[src/fsmda_pkg.sv]
// package for the single-precision mul/div/add unit
// operation codes, controller states and command/status structs
`timescale 1ns / 1ps
`default_nettype none
package fsmda_pkg;

    localparam int MantW = 24;
    localparam int FracW = 23;
    localparam logic [7:0] Bias = 8'd127;

    typedef enum logic [1:0] {
        OP_MUL = 2'd0,
        OP_DIV = 2'd1,
        OP_ADD = 2'd2,
        OP_NONE = 2'd3
    } op_t;

    typedef enum logic [2:0] {
        ST_IDLE,
        ST_CALC,
        ST_NORM,
        ST_DONE
    } state_t;

    typedef struct packed {
        logic load;
        logic step;
        logic norm;
        logic out_load;
    } dp_cmd_t;

    typedef struct packed {
        logic step_last;
        logic norm_done;
    } dp_stat_t;

endpackage
`default_nettype wire

[src/fsmda_ctrl.sv]
// controller for the mul/div/add unit
// sequences load, datapath steps and normalization; uses fsmda_pkg
`timescale 1ns / 1ps
`default_nettype none
module fsmda_ctrl (
    input  wire logic               clk,
    input  wire logic               rst_n,
    input  wire logic               in_valid,
    output logic                    in_stall,
    output logic                    out_valid,
    input  wire logic               out_stall,
    input  wire fsmda_pkg::dp_stat_t stat,
    output fsmda_pkg::dp_cmd_t      cmd
);
    import fsmda_pkg::*;

    state_t state_reg, state_next;
    logic   valid_reg, valid_next;

    always_ff @(posedge clk or negedge rst_n)
    begin
        if (!rst_n)
        begin
            state_reg <= ST_IDLE;
            valid_reg <= 1'b0;
        end
        else
        begin
            state_reg <= state_next;
            valid_reg <= valid_next;
        end
    end

    // output register can take a new result when it is empty or its output is not stalled
    logic out_free;
    assign out_free = !valid_reg || !out_stall;

    always_comb
    begin
        state_next = state_reg;
        unique case (state_reg)
            ST_IDLE: if (in_valid) state_next = ST_CALC;
            ST_CALC: if (stat.step_last) state_next = ST_NORM;
            ST_NORM: if (stat.norm_done) state_next = ST_DONE;
            ST_DONE: if (out_free) state_next = ST_IDLE;
            default: state_next = ST_IDLE;
        endcase
    end

    always_comb
    begin
        cmd        = '0;
        in_stall   = 1'b1;
        valid_next = valid_reg && out_stall;
        unique case (state_reg)
            ST_IDLE:
            begin
                in_stall = 1'b0;
                cmd.load = in_valid;
            end
            ST_CALC: cmd.step = 1'b1;
            ST_NORM: cmd.norm = 1'b1;
            ST_DONE:
            begin
                if (out_free)
                begin
                    cmd.out_load = 1'b1;
                    valid_next   = 1'b1;
                end
            end
            default: ;
        endcase
    end

    assign out_valid = valid_reg;
endmodule
`default_nettype wire

[src/fsmda_dp.sv]
// datapath for the mul/div/add unit
// operand unpack, shared iterative mantissa unit, normalizer; uses fsmda_pkg
`timescale 1ns / 1ps
`default_nettype none
module fsmda_dp (
    input  wire logic               clk,
    input  wire logic [1:0]         op,
    input  wire logic [31:0]        a,
    input  wire logic [31:0]        b,
    input  wire fsmda_pkg::dp_cmd_t cmd,
    output fsmda_pkg::dp_stat_t     stat,
    output logic [31:0]             result
);
    import fsmda_pkg::*;

    op_t         op_reg;
    logic        sign_reg, sign_next;
    logic [7:0]  expo_reg, expo_next;
    logic [48:0] acc_reg, acc_next;   // mul: product, div: remainder, add: sum
    logic [23:0] mb_reg, mb_next;     // multiplicand / divisor
    logic [23:0] q_reg, q_next;       // multiplier bits
    logic [4:0]  cnt_reg, cnt_next;
    logic [25:0] m_reg, m_next;       // mantissa being normalized
    logic        zero_reg, zero_next;
    logic [31:0] res_reg, res_next;

    logic        sa, sb;
    logic [7:0]  ea, eb, ediff_ab, ediff_ba;
    logic [23:0] ma, mb, ma_sh, mb_sh;
    logic [25:0] sa_ext, sb_ext, sum;
    logic [25:0] trial;

    assign sa = a[31];
    assign sb = b[31];
    assign ea = a[30:23];
    assign eb = b[30:23];
    assign ma = {1'b1, a[22:0]};
    assign mb = {1'b1, b[22:0]};
    assign ediff_ab = ea - eb;
    assign ediff_ba = eb - ea;
    assign ma_sh = (ea < eb) ? ((ediff_ba >= 8'd25) ? 24'd0 : ma >> ediff_ba) : ma;
    assign mb_sh = (ea < eb) ? mb : ((ediff_ab >= 8'd25) ? 24'd0 : mb >> ediff_ab);
    assign sa_ext = sa ? -{2'b00, ma_sh} : {2'b00, ma_sh};
    assign sb_ext = sb ? -{2'b00, mb_sh} : {2'b00, mb_sh};
    assign sum    = sa_ext + sb_ext;

    // restoring divide trial: partial remainder against divisor
    assign trial = {1'b0, acc_reg[24:0]} - {2'b00, mb_reg};

    assign stat.step_last = (cnt_reg == 5'd0);
    assign stat.norm_done = zero_reg || (m_reg[25:24] == 2'b00 && m_reg[23]);

    always_ff @(posedge clk)
    begin
        if (cmd.load) op_reg <= op_t'(op);
        sign_reg <= sign_next;
        expo_reg <= expo_next;
        acc_reg  <= acc_next;
        mb_reg   <= mb_next;
        q_reg    <= q_next;
        cnt_reg  <= cnt_next;
        m_reg    <= m_next;
        zero_reg <= zero_next;
        res_reg  <= res_next;
    end

    always_comb
    begin
        sign_next = sign_reg;
        expo_next = expo_reg;
        acc_next  = acc_reg;
        mb_next   = mb_reg;
        q_next    = q_reg;
        cnt_next  = cnt_reg;
        m_next    = m_reg;
        zero_next = zero_reg;
        res_next  = res_reg;
        if (cmd.load)
        begin
            sign_next = sa ^ sb;
            zero_next = 1'b0;
            mb_next   = mb;
            unique case (op_t'(op))
                OP_MUL:
                begin
                    expo_next = ea + eb - Bias;
                    acc_next  = '0;
                    q_next    = ma;
                    cnt_next  = 5'd23;
                end
                OP_DIV:
                begin
                    expo_next = ea - eb + Bias;
                    // remainder starts at ma, one quotient bit per step, msb first
                    acc_next  = {25'd0, ma};
                    q_next    = ma;
                    m_next    = '0;
                    cnt_next  = 5'd23;
                end
                OP_ADD:
                begin
                    expo_next = (ea < eb) ? eb : ea;
                    sign_next = sum[25];
                    acc_next  = {23'd0, sum[25] ? -sum : sum};
                    zero_next = (sum == 26'd0);
                    cnt_next  = 5'd0;
                end
                default:
                begin
                    zero_next = 1'b1;
                    cnt_next  = 5'd0;
                end
            endcase
        end
        else if (cmd.step)
        begin
            if (!stat.step_last) cnt_next = cnt_reg - 5'd1;
            unique case (op_reg)
                OP_MUL:
                begin
                    // shift-add, lsb first; product ends up in acc[48:1]
                    if (q_reg[0])
                        acc_next = {1'b0, acc_reg[48:1]} + {1'b0, mb_reg, 24'd0};
                    else
                        acc_next = {1'b0, acc_reg[48:1]};
                    q_next = {1'b0, q_reg[23:1]};
                    if (stat.step_last)
                        m_next = {1'b0, acc_next[48:24]};
                end
                OP_DIV:
                begin
                    // keep the difference when it does not go negative
                    if (!trial[25])
                        acc_next = {24'd0, trial[23:0], 1'b0};
                    else
                        acc_next = {24'd0, acc_reg[23:0], 1'b0};
                    m_next = {m_reg[24:0], !trial[25]};
                end
                OP_ADD:
                begin
                    m_next = acc_reg[25:0];
                end
                default: ;
            endcase
        end
        else if (cmd.norm)
        begin
            if (m_reg == 26'd0) zero_next = zero_reg || (op_reg == OP_ADD);
            if (!stat.norm_done)
            begin
                if (m_reg[25:24] != 2'b00)
                begin
                    m_next    = {1'b0, m_reg[25:1]};
                    expo_next = expo_reg + 8'd1;
                end
                else if (m_reg == 26'd0)
                begin
                    zero_next = 1'b1;
                end
                else
                begin
                    m_next    = {m_reg[24:0], 1'b0};
                    expo_next = expo_reg - 8'd1;
                end
            end
        end
        if (cmd.out_load)
            res_next = (zero_reg && op_reg != OP_DIV) ? 32'd0
                     : {sign_reg, expo_reg, m_reg[22:0]};
    end

    assign result = res_reg;
endmodule
`default_nettype wire

[src/float_single_mul_div_add_unit.sv]
// top level of the single-precision mul/div/add unit
// joins fsmda_ctrl and fsmda_dp; uses fsmda_pkg
`timescale 1ns / 1ps
`default_nettype none
// usage:
//   input channel cmd/operand_a/operand_b with in_valid/in_stall; one
//   transaction gives one result_bits on the output channel (out_valid,
//   out_stall). cmd 0 multiply, 1 divide, 2 add, 3 gives zero.
// sequence:
//   multiply and divide step once per multiplier or quotient bit (one bit
//   a cycle), then normalize and load the output register. add and cmd 3
//   pass through the step state once, normalize one shift at a time, then
//   load the output register.
//   one transaction is in flight at a time; the next is taken in the cycle
//   after the result moves into the output register.
// reset:
//   rst_n clears the controller and output valid; no result is pending.
// stall:
//   a stalled result holds in the output register; the core finishes its
//   transaction and waits until the register frees.
module float_single_mul_div_add_unit (
    input  wire logic        clk,
    input  wire logic        rst_n,
    input  wire logic        in_valid,
    output logic             in_stall,
    input  wire logic [1:0]  cmd,
    input  wire logic [31:0] operand_a,
    input  wire logic [31:0] operand_b,
    output logic             out_valid,
    input  wire logic        out_stall,
    output logic [31:0]      result_bits
);
    import fsmda_pkg::*;

    dp_cmd_t  dcmd;
    dp_stat_t dstat;

    fsmda_ctrl u_ctrl (
        .clk       (clk),
        .rst_n     (rst_n),
        .in_valid  (in_valid),
        .in_stall  (in_stall),
        .out_valid (out_valid),
        .out_stall (out_stall),
        .stat      (dstat),
        .cmd       (dcmd)
    );

    fsmda_dp u_dp (
        .clk    (clk),
        .op     (cmd),
        .a      (operand_a),
        .b      (operand_b),
        .cmd    (dcmd),
        .stat   (dstat),
        .result (result_bits)
    );
endmodule
`default_nettype wire
[config.mk]
export PLATFORM = sky130hd
export DESIGN_NAME = float_single_mul_div_add_unit
export DESIGN_NICKNAME = d
export VERILOG_FILES = /design/src/fsmda_pkg.sv /design/src/fsmda_ctrl.sv /design/src/fsmda_dp.sv /design/src/float_single_mul_div_add_unit.sv
export SDC_FILE = /design/constraint.sdc
export NUM_CORES = 1
export LEC_CHECK = 0
export ABC_AREA = 1
export BUFFER_PORTS_ARGS = -buffer_cell sky130_fd_sc_hd__buf_2
export CAP_MARGIN = 10
export CORE_MARGIN = 1
export CORE_UTILIZATION = 68
export DETAILED_ROUTE_END_ITERATION = 7
export GPL_ROUTABILITY_DRIVEN = 0
export PLACE_DENSITY = 0.9
export SETUP_SLACK_MARGIN = 0.02
export SKIP_LAST_GASP = 1
export SLEW_MARGIN = 0
export SYNTH_ARGS = -nofsm -noshare
export SYNTH_HDL_FRONTEND = slang
export SYNTH_SLANG_ARGS = --single-unit
[constraint.sdc]
create_clock -name clk -period 13.8 [get_ports clk]
set_input_delay 2.76 -clock clk [delete_from_list [all_inputs] [get_ports clk]]
set_output_delay 2.76 -clock clk [all_outputs]
set_load 0.005 [all_outputs]
==> summary.md, run 1 <==
| Metric | Value |
|---|---|
| Slew of the pin with the lowest slew margin | `977 ps` |
| RSZ-0062 raised after global routing | `no` |
| Seq cells post-synth | `174` |
| Yosys cell types | `59` |
| Residual DRC | `26` |
| Final min period | `10270 ps` |
| Leak pwr | `9.10 nW` |
| Final TNS setup | `0 ps` |
| Die height | `166 um` |
| Routed met1 length | `20900 um` |
| Final setup viols | `0` |
| Commonest cells in the netlist | `605 x nand2_1, 336 x nand3_1, 301 x inv_1, 222 x nor2_1, 194 x a21oi_1` |
| Delay-heaviest family, CP | `simple AND/OR/NAND/NOR gates` |
| Layout cells sized above 1 | `8.15%` |
| Setup Skew | `18.9 ps` |
| Fin Hold WS | `532 ps` |
| Core area | `26200 um^2` |
| CP max-delay cell | `fa_1` |
| Register area | `5210 um^2` |
| Psw | `1.80 mW` |
| Min-delay worst type | `flip-flop to flip-flop` |
| Switching Share | `49.3%` |
| Slew headroom | `34.8%` |
| Status | `finished with violations` |
| Mapped Nets | `2866` |
| Initial Utilization | `69.6%` |
| FF-to-FF path depth | `23` |
| Via/cell ratio | `6.58` |
| Crit path max fanout | `25` |
| Drt initial violations | `3243` |
| Total gr overflow | `0` |
| Setup Buffers After CTS | `0` |
| Most common cell on crit path | `inv_1` |
| Met3 wire length | `8280 um` |
| Final Hold Fails | `0` |
| Worst Setup Start Kind | `primary input` |
| All-Layer GR Usage | `43.7%` |
| Post-synthesis async set-or-reset flop share | `1.72%` |
| MaxCap Viol Count | `0` |
| Buf/Inv on CP | `8` |
| Top sig layer | `met4` |
| Final HPWL DP | `44000 um` |
| First-pass DRT Iterations | `8` |
| Routed met2 length | `25500 um` |
| Hold_buf cts | `0` |
| Hold Crit Depth | `2` |
| Die area | `27500 um^2` |
| Main synth FF type | `edfxtp_1` |
| Final net count | `2883` |
| Clock sink count | `174` |
| Vias in the first global route | `18400` |
| Synth top area share | `28.2%` |
| Synth Cell Area | `18200 um^2` |
| R2r endpoint | `u_dp.acc_reg[23]$_DFFE_PP_` |
| Syn_area_per_cell | `6.83 um^2` |
| CP peak stage delay | `1140 ps` |
| Most common cell in the netlist | `nand2_1` |
| Synth warn | `0` |
| First-pass GRT wire length | `95000 um` |
| Max reg flops | `49` |
| Filler instances | `1974` |
| P&R area growth vs syn | `6.68%` |
| Register clock-pin slew on the reported worst setup and hold paths | `80 ps` |
| DR WL/cell | `19.7 um` |
| H-tree Lvls | `4` |
| Yosys top cell by area | `edfxtp_1` |
| Number of port buffers | `103` |
| Total number of vias | `20000` |
| Failing checks | `design-rule violations` |
| Sequential share of power | `27.3%` |
| Initial antenna violation count | `1` |
| Register area share after synthesis | `28.6%` |
| Num CTS Buffers | `17` |
| Hold endpoint | `u_dp.q_reg[5]$_DFFE_PP_` |
| Routed Antenna Nets | `0` |
| Chip Width | `166 um` |
| Fin. max-slew vios | `0` |
| Total wire length | `59700 um` |
| Post-CTS resize count | `0` |
| Reg2reg start | `u_dp.acc_reg[0]$_DFFE_PP_` |
| Rows | `59` |
| Internal | `1.86 mW` |
| Max clock buf depth | `2` |
| PwrDens | `188 nW/um^2` |
| Area occupied by multi-input gates | `11400 um^2` |
| Cell count after synthesis | `2668` |
| Crit path required time | `14050 ps` |
| Min-delay src | `u_dp.q_reg[6]$_DFFE_PP_` |
| Arrival time at the worst endpoint | `10520 ps` |
| Peak VDD IR | `0.000110 V` |
| TritonCTS clock tree | `built` |
| Period utilization | `74.4%` |
| Largest net degree at the start of global routing | `81` |
| Fmax | `97.4 MHz` |
| Logic pwr share | `58.6%` |
| Top post-synthesis cells by area | `edfxtp_1 28%, nand2_1 12%, nand3_1 9.2%` |
| Crit path capture type | `flip-flop` |
| I/O pins | `104` |
| Reg2reg setup slack | `9370 ps` |
| Clk_lat worst skew | `450 ps` |
| Critical Setup Path Class | `primary input to flip-flop` |
| Clk pwr share | `14.1%` |
| Number of flops mapped to enable cells by yosys | `171` |
| Root buf cell | `clkbuf_16` |
==> cell families after synthesis <==
family,Yosys count,synth area share [%]
simple gates,1281,30.5
compound gates,508,15.7
flops,174,28.6
xor+xnor,134,6.48
fa+ha+maj,128,9.07
buf+inv,441,9.50
mux,2,0.178
==> worst max-delay path by stage <==
stage	start	endpoint	slack, ps	depth (start not counted)
global placement	operand_b[23]	u_dp.acc_reg[24]$_DFFE_PP_	3700	42
global route	operand_b[23]	u_dp.acc_reg[17]$_DFFE_PP_	2960	43
floorplan	operand_b[23]	u_dp.acc_reg[23]$_DFFE_PP_	5250	50
finish	operand_b[23]	u_dp.zero_reg$_DFFE_PP_	3530	40
CTS	operand_b[23]	u_dp.acc_reg[17]$_DFFE_PP_	3900	43
detailed placement	operand_b[23]	u_dp.acc_reg[17]$_DFFE_PP_	3510	43
==> layout make-up <==
type	instances	area share (%)
diodes	1	0.0129
clock buffers	17	2.19
clock inverters	15	0.984
inverters	316	6.10
multi-input cells	2053	58.4
flip-flops and latches	174	26.8
well taps	335	2.15
repair buffers	123	3.42
==> power groups by stage <==
| stage | registers, mW | clock network (mW) | logic (mW) |
|---|---|---|---|
| 2_1_floorplan | 0.987 | 0 | 1.54 |
| 3_3_place_gp | 0.995 | 0 | 1.95 |
| 3_5_place_dp | 1.00 | 0 | 2.04 |
| 4_1_cts | 0.993 | 0.512 | 2.07 |
| 5_1_grt | 1.01 | 0.530 | 2.36 |
| 6_report | 1.00 | 0.515 | 2.14 |
==> placed cells by master (no fill, tap or decap), types with 4 or more instances in the layout <==
cell	Yosys	routed
nor2_2	3	5
edfxtp_1	171	171
or2_2	4	4
o211ai_1	23	23
fa_1	7	7
nand2_2	8	9
inv_2	8	8
o31ai_1	7	6
nand4_1	59	59
buf_2	25	103
o21ai_0	157	157
buf_4	4	20
a31oi_1	7	7
clkbuf_16	0	17
clkinv_1	7	7
nor4_1	9	9
nand3b_1	5	5
o22ai_1	52	52
nand3_1	336	336
inv_1	301	301
nor2_1	222	220
a21oi_1	194	193
inv_8	0	4
ha_1	121	121
nand2_1	605	604
o21ai_1	20	20
xor2_1	84	84
a21o_1	5	5
a21oi_2	15	15
a21boi_0	4	4
xnor2_1	49	48
nand3_2	4	4
nor3_1	14	14
==> worst register-to-register path, stage by stage (launching register included) <==
cell,delay (ps)
edfxtp_1,400
inv_1,70
ha_1,230
fa_1,420
inv_1,80
nand2_1,50
nand2_1,70
a21oi_1,80
o21ai_0,320
a21oi_1,120
o21ai_0,360
a21boi_0,290
inv_1,110
nand2_1,50
o211ai_1,210
a21oi_1,200
o21ai_0,380
a21oi_1,120
nor2_1,110
nor2_1,60
xor2_1,130
a21oi_1,90
nor2_1,150
nand2_1,70
==> metrics by stage <==
stage	worst slack (ps)	cell area, um^2	total power, mW	util [%]	instances
3_3_place_gp	3700	18800	2.95	71.9	3001
6_report	3530	19500	3.66	74.2	3034
2_1_floorplan	5250	18200	2.52	-	2668
3_5_place_dp	3510	18800	3.04	71.9	3001
4_1_cts	3900	19400	3.57	74.2	3033
5_1_grt	2960	19500	3.90	74.2	3034
==> per-layer routing <==
metal  up-vias  global-route usage (%)
li1       9082                       -
met2      1623                    66.8
met3       394                    10.4
met1      8856                    54.6
met5         -                       0
met4         0                    31.2
Power figures use the tool's default switching activity.
==> run 2: changes to the inputs <==
CORE_UTILIZATION = 64   (was 68)
PLACE_DENSITY = 0.85   (was 0.9)
clock period = 9.7 ns   (was 13.8 ns; I/O delays follow)
==> run 2 against run 1 <==
The flow now finishes without violations; sequential power is 42% higher; first-iteration DRC count is 20% lower; sequential cell count stayed put; clock skew is 5.8 ps lower; count of clock-buffer cells in the layout is 1 higher; worst setup slack worse by 2700 ps; core utilization is 4.3 points lower; final area is 0.37% higher; power is 40% higher; combinational power is 42% higher; via count is 2.3% lower; largest cell class unchanged; highest routed layer is now met5.
==> summary.md, run 2 (synthesis results as in run 1) <==
| Metric | Value |
|---|---|
| Crit path max fanout | `25 (unchanged)` |
| Arrival time at the worst endpoint | `9040 ps (-1480 ps)` |
| Most common cell on crit path | `nand2_1` |
| Post-CTS resize count | `0 (unchanged)` |
| RSZ-0062 raised after global routing | `no` |
| Total number of vias | `19500 (-2.3%)` |
| DR WL/cell | `19.1 um (-2.9%)` |
| Total gr overflow | `0 (unchanged)` |
| Slew of the pin with the lowest slew margin | `1280 ps (+303 ps)` |
| Status | `finished, final reports clean` |
| Clk_lat worst skew | `450 ps (about the same)` |
| CP max-delay cell | `xor2_1` |
| Fin. max-slew vios | `0 (unchanged)` |
| Worst Setup Start Kind | `primary input` |
| CP peak stage delay | `660 ps (-480 ps)` |
| Leak pwr | `9.12 nW (+0.19%)` |
| All-Layer GR Usage | `40.4% (-3.3 points)` |
| TritonCTS clock tree | `built` |
| P&R area growth vs syn | `7.07%` |
| Max reg flops | `49 (unchanged)` |
| Final core utilization | `69.9% (-4.3 points)` |
| Residual DRC | `0 (-100%)` |
| Hold_buf cts | `0 (unchanged)` |
| Period utilization | `91.1%` |
| Initial antenna violation count | `3 (+2)` |
| Critical Setup Path Class | `primary input to flip-flop` |
| N_diodes | `0 (-1)` |
| Initial Utilization | `65.3% (-4.3 points)` |
| Most frequent cells in the layout | `604 x nand2_1, 336 x nand3_1, 301 x inv_1` |
| Fmax | `113 MHz` |
| Die height | `171 um (+3.0%)` |
| Max clock buf depth | `2 (unchanged)` |
| Filler instances | `2441 (+24%)` |
| First-pass DRT Iterations | `8 (unchanged)` |
| Num CTS Buffers | `17 (unchanged)` |
| Die area | `29200 um^2 (+6.2%)` |
| Final HPWL DP | `44300 um (+0.78%)` |
| Core area | `27900 um^2 (+6.6%)` |
| Final net count | `2893 (+0.35%)` |
| Routed Antenna Nets | `0 (unchanged)` |
| Setup Skew | `13.1 ps (-5.76 ps)` |
| Finished Layout Cells | `3086 (+1.7%)` |
| Layout cells sized above 1 | `8.46% (+0.30 points)` |
| Final Hold Fails | `0 (unchanged)` |
| Leading cell type in the layout, fill and taps excluded | `nand2_1` |
| Placed Instances | `3054 (+1.8%)` |
| Final setup viols | `0 (unchanged)` |
| Crit path capture type | `flip-flop` |
| Register clock-pin slew on the reported worst setup and hold paths | `80 ps (about the same)` |
| Root buf cell | `clkbuf_16` |
| Largest net degree at the start of global routing | `49 (-40%)` |
| Clock sink count | `174 (unchanged)` |
| Chip Width | `171 um (+3.0%)` |
| Setup Buffers After CTS | `0 (unchanged)` |
| Drt initial violations | `2579 (-20%)` |
| Via/cell ratio | `6.32 (-4.0%)` |
| Rows | `61 (+3.4%)` |
| MaxCap Viol Count | `0 (unchanged)` |
| Slew headroom | `14.4% (-20 points)` |
| Total wire length | `59000 um (-1.3%)` |
| First-pass GRT wire length | `91800 um (-3.4%)` |
| I/O pins | `104 (unchanged)` |
| Peak VDD IR | `0.000154 V (+40%)` |
| H-tree Lvls | `4 (unchanged)` |
| Final min period | `8840 ps` |
| Placement Setup Slack | `692 ps (-2820 ps)` |
| PwrDens | `262 nW/um^2 (+39%)` |
| Vias in the first global route | `17900 (-2.4%)` |
| Crit path required time | `9900 ps (-4150 ps)` |
| Final TNS setup | `0 ps (unchanged)` |
| Number of port buffers | `103 (unchanged)` |
| Min-delay worst type | `flip-flop to flip-flop` |
| Fin worst setup slack | `861 ps (-2670 ps)` |
-- run 2: changes by cell type in the layout (fill, tap and decap cells not counted) --
cell | previous run | this run
buf_4 | 20 | 30
clkinv_4 | 2 | 3
clkbuf_1 | 0 | 1
clkinv_2 | 0 | 2
diode_2 | 1 | 0
inv_6 | 3 | 5
inv_8 | 4 | 0
clkinv_8 | 3 | 0
inv_12 | 1 | 0
clkinvlp_4 | 1 | 3
-- run 2: where the power goes --
| part | leakage, nW | internal [mW] | total, mW | switching, mW |
|---|---|---|---|---|
| registers | 1.63 | 1.27 | 1.42 | 0.148 |
| clock network | 0.268 | 0.357 | 0.674 | 0.317 |
| logic | 7.22 | 1.01 | 3.03 | 2.02 |
| total | 9.12 | 2.63 | 5.12 | 2.49 |
-- run 2: final timing paths --
path | endpoint | cells after the start | slack [ps] | startpoint
setup / recovery | u_dp.acc_reg[7]$_DFFE_PP_ | 46 | 860 | operand_b[23]
hold / removal | u_dp.q_reg[17]$_DFFE_PP_ | 2 | 530 | u_dp.q_reg[18]$_DFFE_PP_
setup reg to reg | u_dp.m_reg[24]$_SDFFCE_PP0P_ | 24 | 5350 | u_dp.acc_reg[25]$_DFFE_PP_
hold reg to reg | u_dp.q_reg[17]$_DFFE_PP_ | 2 | 530 | u_dp.q_reg[18]$_DFFE_PP_
max in group asynchronous | u_ctrl.out_valid$_DFF_PN0_ | 1 | 8310 | rst_n
min in group asynchronous | u_ctrl.state_reg[0]$_DFFE_PN0P_ | 1 | 1280 | rst_n
-- run 2: per-stage QoR --
stage	power [mW]	hold slack [ps]	instance area, um^2
final	5.12	527	19500
after global routing	5.48	539	19500
after CTS	5.03	527	19500
after detailed placement	4.34	509	19000
after global placement	4.22	497	19000
after floorplan	3.59	494	18200
-- run 2: area by class of cell --
class	count	area [um^2]	share of cell area, %
Clock buffer	18	429	2.20
Clock inverter	14	133	0.679
Inverter	316	1190	6.08
Multi-Input combinational cell	2053	11400	58.1
Sequential cell	174	5210	26.7
Tap cell	378	473	2.42
Timing Repair Buffer	133	741	3.79
-- run 2: worst max-delay path, delay by kind of cell --
family | cells | cell delay [ps]
adder cells (fa/ha/maj) | 3 | 1000
AO/OA/AOI/OAI | 5 | 750
AND/OR/NAND/NOR | 26 | 3360
XOR/XNOR | 2 | 780
buffers and inverters | 10 | 1180
-- run 2: per-layer routing --
metal / GRT usage [%] / up-vias / wire length [um]
met5: 0 / - / 23
met4: 24.1 / 4 / 3820
met3: 10.8 / 333 / 7620
met2: 64.4 / 1432 / 25900
met1: 49.0 / 8645 / 21600
li1: - / 9080 / -
